### config.mk
export PLATFORM = sky130hd
export DESIGN_NAME = window_sum_threshold_detector
export DESIGN_NICKNAME = d
export VERILOG_FILES = /design/src/rtl/wsd_pkg.sv /design/src/rtl/wsd_cell.sv /design/src/rtl/wsd_outbuf.sv /design/src/rtl/window_sum_threshold_detector.sv
export SDC_FILE = /design/constraint.sdc
export NUM_CORES = 1
export LEC_CHECK = 0
export BUFFER_PORTS_ARGS = -buffer_cell sky130_fd_sc_hd__buf_2
export CORE_UTILIZATION = 25
export CTS_CLUSTER_DIAMETER = 40
export DETAILED_ROUTE_END_ITERATION = 10
export PLACE_DENSITY_LB_ADDON = 0.12
export SYNTH_ARGS = -nofsm -noshare
export SYNTH_HDL_FRONTEND = slang
export SYNTH_SLANG_ARGS = --single-unit
### constraint.sdc
create_clock -name aclk -period 27.3 [get_ports aclk]
set_input_delay 1.365 -clock aclk [delete_from_list [all_inputs] [get_ports aclk]]
set_output_delay 1.365 -clock aclk [all_outputs]
set_load 0.02 [all_outputs]
### src/rtl/wsd_pkg.sv
// Package for the sliding-window sum threshold detector.
// Holds field widths, configuration register indexes and the result word type.
// No dependencies.
package wsd_pkg;

    localparam int DAY_W   = 16;
    localparam int TIME_W  = 17;
    localparam int FCNT_W  = 16;
    localparam int WSUM_W  = 20;
    localparam int WLEN_W  = 5;
    localparam int CFG_W   = 20;
    localparam int IDX_REG_W = 1;

    localparam logic [IDX_REG_W-1:0] REG_WINDOW_LENGTH = 1'b0;
    localparam logic [IDX_REG_W-1:0] REG_THRESHOLD     = 1'b1;

    localparam int S_DATA_W = 72;
    localparam int M_DATA_W = 72;

    typedef struct packed {
        logic [WSUM_W-1:0] window_sum;
        logic [TIME_W-1:0] window_end;
        logic [TIME_W-1:0] window_start;
        logic [DAY_W-1:0]  window_day;
    } result_t;

    typedef struct packed {
        logic [TIME_W-1:0] start_time;
        logic [DAY_W-1:0]  day_code;
    } tag_t;

endpackage

### src/rtl/wsd_cell.sv
// One cell of the window chain: holds a single snapshot's count, day and start.
// Loads either the incoming snapshot or its upstream neighbor's content.
// Depends on wsd_pkg.
module wsd_cell #(
    parameter int CNT_W = 16
) (
    input  logic                aclk,
    input  logic                load,
    input  logic                sel_new,
    input  logic [CNT_W-1:0]    new_cnt,
    input  wsd_pkg::tag_t       new_tag,
    input  logic [CNT_W-1:0]    nbr_cnt,
    input  wsd_pkg::tag_t       nbr_tag,
    output logic [CNT_W-1:0]    cnt_q,
    output wsd_pkg::tag_t       tag_q,
    output wsd_pkg::tag_t       tag_d
);

    logic [CNT_W-1:0] cnt_reg;
    wsd_pkg::tag_t    tag_reg;
    logic [CNT_W-1:0] cnt_d;

    always_comb begin
        cnt_d = sel_new ? new_cnt : nbr_cnt;
        tag_d = sel_new ? new_tag : nbr_tag;
    end

    always_ff @(posedge aclk) begin
        if (load) begin
            cnt_reg <= cnt_d;
            tag_reg <= tag_d;
        end
    end

    assign cnt_q = cnt_reg;
    assign tag_q = tag_reg;

endmodule

### src/rtl/wsd_outbuf.sv
// Two-entry output buffer (output register plus skid register) for result words.
// Keeps the input side free while one result waits downstream.
// Depends on wsd_pkg.
module wsd_outbuf (
    input  logic              aclk,
    input  logic              aresetn,
    input  logic              push,
    input  wsd_pkg::result_t  push_word,
    output logic              space,
    output logic              m_tvalid,
    input  logic              m_tready,
    output wsd_pkg::result_t  m_word
);

    logic             out_valid_reg, out_valid_next;
    logic             skid_valid_reg, skid_valid_next;
    wsd_pkg::result_t out_reg, out_next;
    wsd_pkg::result_t skid_reg, skid_next;
    logic             out_free;

    assign out_free = !out_valid_reg || m_tready;

    always_comb begin
        out_valid_next  = out_valid_reg;
        skid_valid_next = skid_valid_reg;
        out_next        = out_reg;
        skid_next       = skid_reg;
        if (out_free) begin
            if (skid_valid_reg) begin
                out_next        = skid_reg;
                out_valid_next  = 1'b1;
                skid_valid_next = 1'b0;
            end else if (push) begin
                out_next       = push_word;
                out_valid_next = 1'b1;
            end else begin
                out_valid_next = 1'b0;
            end
        end else if (push) begin
            skid_next       = push_word;
            skid_valid_next = 1'b1;
        end
    end

    always_ff @(posedge aclk) begin
        if (!aresetn) begin
            out_valid_reg  <= 1'b0;
            skid_valid_reg <= 1'b0;
        end else begin
            out_valid_reg  <= out_valid_next;
            skid_valid_reg <= skid_valid_next;
        end
        out_reg  <= out_next;
        skid_reg <= skid_next;
    end

    assign space    = !skid_valid_reg;
    assign m_tvalid = out_valid_reg;
    assign m_word   = out_reg;

    a_skid_behind_out: assert property (@(posedge aclk) disable iff (!aresetn)
        skid_valid_reg |-> out_valid_reg)
        else $error("skid entry held while output register is empty");

    a_stalled_push_to_skid: assert property (@(posedge aclk) disable iff (!aresetn)
        (push && out_valid_reg && !m_tready) |=> skid_valid_reg)
        else $error("result pushed into a stalled output was lost");

endmodule

### src/rtl/window_sum_threshold_detector.sv
// Sliding-window sum threshold detector, top level.
// Instantiates the chain of window cells and the output buffer; depends on wsd_pkg.
//
// The block accepts one snapshot word per clock cycle while the output buffer has space,
// and delivers its result, if any, from a registered output. The window is a chain of
// WINDOW_MAX cells: each accepted word enters at cell window_length-1 while all cells
// shift one place toward cell 0, so once the window has filled cell 0 holds the oldest
// snapshot of the window; the running sum takes one add per word, and one subtract too
// once full. A two-entry output buffer lets the input keep flowing while one result
// waits. Writing window_length restarts the window; results resume once it has refilled.
module window_sum_threshold_detector #(
    parameter int WINDOW_MAX = 16,
    parameter int COUNT_BITS = 16
) (
    input  logic                            aclk,
    input  logic                            aresetn,
    // object_count[15:0], day_code[31:16], start_time[48:32], end_time[65:49]
    input  logic [wsd_pkg::S_DATA_W-1:0]    s_tdata,
    input  logic                            s_tvalid,
    output logic                            s_tready,
    // window_day[15:0], window_start[32:16], window_end[49:33], window_sum[69:50]
    output logic [wsd_pkg::M_DATA_W-1:0]    m_tdata,
    output logic                            m_tvalid,
    input  logic                            m_tready,
    input  logic                            cfg_we,
    input  logic [wsd_pkg::IDX_REG_W-1:0]   cfg_index,
    input  logic [wsd_pkg::CFG_W-1:0]       cfg_wdata
);

    localparam int CNT_W  = (COUNT_BITS < wsd_pkg::FCNT_W) ? COUNT_BITS : wsd_pkg::FCNT_W;
    localparam int LEN_W  = $clog2(WINDOW_MAX + 1);
    localparam int IDX_W  = (WINDOW_MAX > 1) ? $clog2(WINDOW_MAX) : 1;
    localparam int SUM_W  = CNT_W + LEN_W;
    localparam int CMP_W  = (SUM_W > wsd_pkg::WSUM_W) ? SUM_W : wsd_pkg::WSUM_W;

    logic [LEN_W-1:0]          len_reg, len_next;
    logic [wsd_pkg::WSUM_W-1:0] thr_reg, thr_next;
    logic [LEN_W-1:0]          fill_reg, fill_next;
    logic [SUM_W-1:0]          sum_reg, sum_next;

    logic                      accept;
    logic                      space;
    logic [IDX_W-1:0]          last_idx;
    logic                      fill_ge;
    logic                      full_next;
    logic [SUM_W-1:0]          new_sum;
    logic [CMP_W-1:0]          sum_ext;
    logic [CMP_W-1:0]          thr_ext;
    logic                      push;
    logic [wsd_pkg::WLEN_W-1:0] wl_raw;
    logic [LEN_W-1:0]          wl_eff;

    logic [CNT_W-1:0]          in_cnt;
    wsd_pkg::tag_t             in_tag;
    logic [wsd_pkg::TIME_W-1:0] in_end;

    logic [CNT_W-1:0]          cell_cnt_q [WINDOW_MAX];
    wsd_pkg::tag_t             cell_tag_q [WINDOW_MAX];
    wsd_pkg::tag_t             cell_tag_d [WINDOW_MAX];

    wsd_pkg::result_t          res_word;
    wsd_pkg::result_t          out_word;

    assign in_cnt            = s_tdata[CNT_W-1:0];
    assign in_tag.day_code   = s_tdata[31:16];
    assign in_tag.start_time = s_tdata[48:32];
    assign in_end            = s_tdata[65:49];

    assign s_tready = space;
    assign accept   = s_tvalid && s_tready;
    assign last_idx = IDX_W'(len_reg - 1'b1);

    genvar gi;
    generate
        for (gi = 0; gi < WINDOW_MAX; gi++) begin : g_cell
            logic [CNT_W-1:0] nbr_cnt;
            wsd_pkg::tag_t    nbr_tag;
            if (gi == WINDOW_MAX - 1) begin : g_end
                assign nbr_cnt = in_cnt;
                assign nbr_tag = in_tag;
            end else begin : g_mid
                assign nbr_cnt = cell_cnt_q[gi+1];
                assign nbr_tag = cell_tag_q[gi+1];
            end
            wsd_cell #(
                .CNT_W(CNT_W)
            ) u_cell (
                .aclk    (aclk),
                .load    (accept),
                .sel_new (last_idx == IDX_W'(gi)),
                .new_cnt (in_cnt),
                .new_tag (in_tag),
                .nbr_cnt (nbr_cnt),
                .nbr_tag (nbr_tag),
                .cnt_q   (cell_cnt_q[gi]),
                .tag_q   (cell_tag_q[gi]),
                .tag_d   (cell_tag_d[gi])
            );
        end
    endgenerate

    always_comb begin
        fill_ge   = (fill_reg >= len_reg);
        full_next = fill_ge || (LEN_W'(fill_reg + 1'b1) == len_reg);
        if (fill_ge) begin
            new_sum = sum_reg - SUM_W'(cell_cnt_q[0]) + SUM_W'(in_cnt);
        end else begin
            new_sum = sum_reg + SUM_W'(in_cnt);
        end
        sum_ext = CMP_W'(new_sum);
        thr_ext = CMP_W'(thr_reg);
        push    = accept && full_next && (sum_ext >= thr_ext);

        res_word.window_day   = cell_tag_d[0].day_code;
        res_word.window_start = cell_tag_d[0].start_time;
        res_word.window_end   = in_end;
        res_word.window_sum   = sum_ext[wsd_pkg::WSUM_W-1:0];
    end

    always_comb begin
        wl_raw = cfg_wdata[wsd_pkg::WLEN_W-1:0];
        if (32'(wl_raw) > 32'(WINDOW_MAX)) begin
            wl_eff = LEN_W'(WINDOW_MAX);
        end else if (wl_raw == '0) begin
            wl_eff = LEN_W'(1);
        end else begin
            wl_eff = LEN_W'(wl_raw);
        end
    end

    always_comb begin
        len_next  = len_reg;
        thr_next  = thr_reg;
        fill_next = fill_reg;
        sum_next  = sum_reg;
        if (accept) begin
            fill_next = fill_ge ? len_reg : LEN_W'(fill_reg + 1'b1);
            sum_next  = new_sum;
        end
        if (cfg_we) begin
            unique case (cfg_index)
                wsd_pkg::REG_WINDOW_LENGTH: begin
                    len_next  = wl_eff;
                    fill_next = '0;
                    sum_next  = '0;
                end
                wsd_pkg::REG_THRESHOLD: begin
                    thr_next = cfg_wdata[wsd_pkg::WSUM_W-1:0];
                end
                default: begin
                end
            endcase
        end
    end

    always_ff @(posedge aclk) begin
        if (!aresetn) begin
            len_reg  <= LEN_W'(1);
            thr_reg  <= '0;
            fill_reg <= '0;
            sum_reg  <= '0;
        end else begin
            len_reg  <= len_next;
            thr_reg  <= thr_next;
            fill_reg <= fill_next;
            sum_reg  <= sum_next;
        end
    end

    wsd_outbuf u_outbuf (
        .aclk      (aclk),
        .aresetn   (aresetn),
        .push      (push),
        .push_word (res_word),
        .space     (space),
        .m_tvalid  (m_tvalid),
        .m_tready  (m_tready),
        .m_word    (out_word)
    );

    assign m_tdata = {2'b00, out_word.window_sum, out_word.window_end,
                      out_word.window_start, out_word.window_day};

    a_fill_bounded: assert property (@(posedge aclk) disable iff (!aresetn)
        fill_reg <= len_reg)
        else $error("fill level exceeds window length");

    a_len_in_range: assert property (@(posedge aclk) disable iff (!aresetn)
        (len_reg != '0) && (32'(len_reg) <= 32'(WINDOW_MAX)))
        else $error("effective window length out of range");

    a_restart_on_len_write: assert property (@(posedge aclk) disable iff (!aresetn)
        (cfg_we && cfg_index == wsd_pkg::REG_WINDOW_LENGTH) |=>
        (fill_reg == '0 && sum_reg == '0))
        else $error("window not restarted after length write");

    a_no_result_while_filling: assert property (@(posedge aclk) disable iff (!aresetn)
        (accept && !fill_ge && LEN_W'(fill_reg + 1'b1) != len_reg) |-> !push)
        else $error("result produced before window filled");

endmodule

==> metrics.cfg <==
[run_status]
outcome = finished clean

[global_route]
grt_usage_pct = 12.4
grt_overflow = 0
antenna_found_initial = 13
grt_pass1_vias = 24000
grt_max_degree = 128
grt_pass1_wl_um = 158000

[pwr]
finalPower_mw = 4.53
pwr_density_cell_nw_per_um2 = 89.8
power_leakage_nw = 17.8
vdd_drop_max_v = 0.0000669

[worst_setup_path]
crit_required_ps = 27690
worstPathArrival_ps = 7910
cp_max_fo = 33
end_kind = register
cp-startpoint = s_tdata[6]
crit_type = input port to register
r2r_setup_slack_ps = 20550
r2r_cells = 20
start_kind = input port
crit_end = u_outbuf.skid_reg[15]
r2r-start = sum_reg[6]
r2r-end = u_outbuf.skid_reg[15]

[detailed_routing]
routed_wl_um = 104000
vias_per_cell = 4.41
drt-initial-drc-count = 1200
dr.pass1.iters = 5
wl_met1_um = 48500
ant_nets = 0
met3WireLength_um = 4320
wl_per_cell_um = 20.1
vias = 22900
drc = 0
top_layer = met5
dr_wl_met2_um = 48700

[sta]
max_slew.worst_pin.slew_ps = 1130
finalMaxSlewViolations = 0
rsz0062_at_grt = no
setup_tns_ps = 0
fmax_ghz = 0.133
layout_min_cycle_time_ps = 7520
hold_violations = 0
finalSetupViolations = 0
fin_crit_sh_pct = 27.6
relSlewSlack_pct = 24.4
clock-skew-final_ps = 29.4

[place]
hpwl_um = 60200
io_buffers = 163
place_area_um2 = 45100
gp_congestion = 0.782

[floorplan]
start_util_pct = 25.2
core_um2 = 165000
die_h_um = 411
io_pins = 172
fp.dieW_um = 411
die_area_um2 = 169000
std_cell_rows = 149

[layout]
finalInstanceArea_um2 = 50500
fill_cells = 16300
largest_register_ff_count = 495
syn2layout_area_growth_pct = 20.8
seqCellArea_um2 = 27800
nets = 3049
multi_input_comb_area_um2 = 13000
drive_gt1_share_pct = 40.9

[logic_synthesis]
syn_area_um2 = 41800
yosysSeqAreaShare_pct = 66.6
synth.distinct_cells = 66
yosys_warnings = 0
synth.area.top_cells = edfxtp_1 (64%), mux2_2 (20%), dfxtp_1 (2.5%)
syn_inst = 2660
synth_top_cell_area_share_pct = 64.1
synth.largest_area_cell = edfxtp_1
synth_seq_cells = 944
ys.flop_type = edfxtp_1
synth-async-reset-ratio_pct = 0
synth_edf_count = 891
postSynthAreaPerCell_um2 = 15.7

[clocking]
cts-root-buf = clkbuf_16
clk_pin_slew_ps = 50
clock_latency_ps = 770
cts_buffers = 163
cts_tree = done
cts_setup_buffers = 0
cts_max_level = 4
clockBufferDepth = 3
post_cts_resized = 0
cts_hold_buf = 0
clkSinkCount = 944

[worst_hold_path]
holdCritPathClass = register to register

[flow_run]
maxCapViolCount = 0

==> kinds of logic (layout without fill, tap and decap cells) <==
logic type / Yosys count / count (layout) / synth area share (%)
AOI/OAI and AO/OA: 278 / 278 / 4.13
xor gates and xnor gates: 37 / 37 / 0.776
adders and majority gates: 83 / 83 / 2.79
buffers and inverters: 271 / 612 / 2.56
DFF: 944 / 944 / 66.6
muxes: 734 / 734 / 19.8
other: 1 / 3 / 0.00898
and+or+nand+nor: 312 / 312 / 3.33
==> worst min-delay path by stage <==
stage	slack, ps	end	from	cells after the start
after floorplan	440	thr_reg[10]	thr_reg[10]	2
after global placement	460	thr_reg[3]	thr_reg[3]	2
after detailed placement	460	thr_reg[4]	thr_reg[4]	2
after CTS	470	thr_reg[4]	thr_reg[4]	2
after global routing	490	thr_reg[9]	thr_reg[9]	2
final	470	thr_reg[4]	thr_reg[4]	2
==> worst max-delay path: stages <==
cell and delay [ps]:
buf_2 260, inv_1 220, fa_1 570, inv_1 40, ha_1 390, a2111oi_0 430, o21ai_0 250, a41oi_1 380
nand2b_1 180, a21oi_1 70, a21oi_1 620, ha_1 270, a21oi_1 60, o21ai_0 400, a211oi_1 100, o211ai_1 200
a211oi_1 160, nand2b_1 110, mux2i_2 150, nor4_4 920, buf_4 630
==> layout by cell type, fill, tap and decap left out, drive strengths merged, types with 6 or more instances in the layout <==
cell type,Yosys,layout
a211oi,15,15
a21boi,22,22
a21o,16,16
a21oi,63,63
a31oi,6,6
buf,50,211
bufinv,0,15
clkbuf,119,191
clkinv,1,54
clkinvlp,0,13
dfxtp,53,53
edfxtp,891,891
fa,17,17
ha,66,66
inv,101,128
mux2,726,726
mux2i,8,8
nand2,176,176
nand2b,12,12
nand3,13,13
nand4,10,10
nor2,46,46
nor2b,9,9
nor3,18,18
o21ai,119,119
or3,6,6
xnor2,24,24
xor2,13,13
==> cell type report <==
cell class              instances  area share [%]
diodes                          1         0.00496
clock inverters               108            2.12
repair buffers                211            2.33
inverters                     102           0.776
flip-flops and latches        944            55.1
clock buffers                 191            8.48
well taps                    2189            5.43
multi-input cells            1446            25.7
==> per-layer routing <==
| layer | vias to the layer above | global-route usage [%] |
|---|---|---|
| met3 | 194 | 2.78 |
| met4 | 10 | 4.17 |
| li1 | 10500 | - |
| met5 | - | 0 |
| met2 | 449 | 19.7 |
| met1 | 11700 | 16.5 |
==> report_power, final <==
part	internal (mW)	total, mW	switching (mW)	leakage, nW
combinational	0.255	0.692	0.437	6.13
sequential	1.80	1.84	0.0410	9.06
clock	1.27	2.00	0.732	2.61
==> synthesized netlist by cell type, types with 24 or more instances <==
master	count
dfxtp_1	53
buf_2	35
clkbuf_1	119
nor2_1	46
o21ai_0	110
edfxtp_1	891
ha_1	66
inv_1	100
mux2_2	726
a21oi_1	56
nand2_1	176
xnor2_1	24
==> per-stage QoR <==
step / setup WS (ps) / util [%] / hold WS, ps / std cells
after floorplan: 3450 / - / 443 / 2661
after global placement: 18600 / 27.3 / 459 / 4892
final: 19780 / 30.5 / 467 / 5192
after detailed placement: 18680 / 27.3 / 461 / 4892
after global routing: 19140 / 30.5 / 487 / 5191
after CTS: 19490 / 30.5 / 468 / 5191
(Power assumes the default switching activity.)
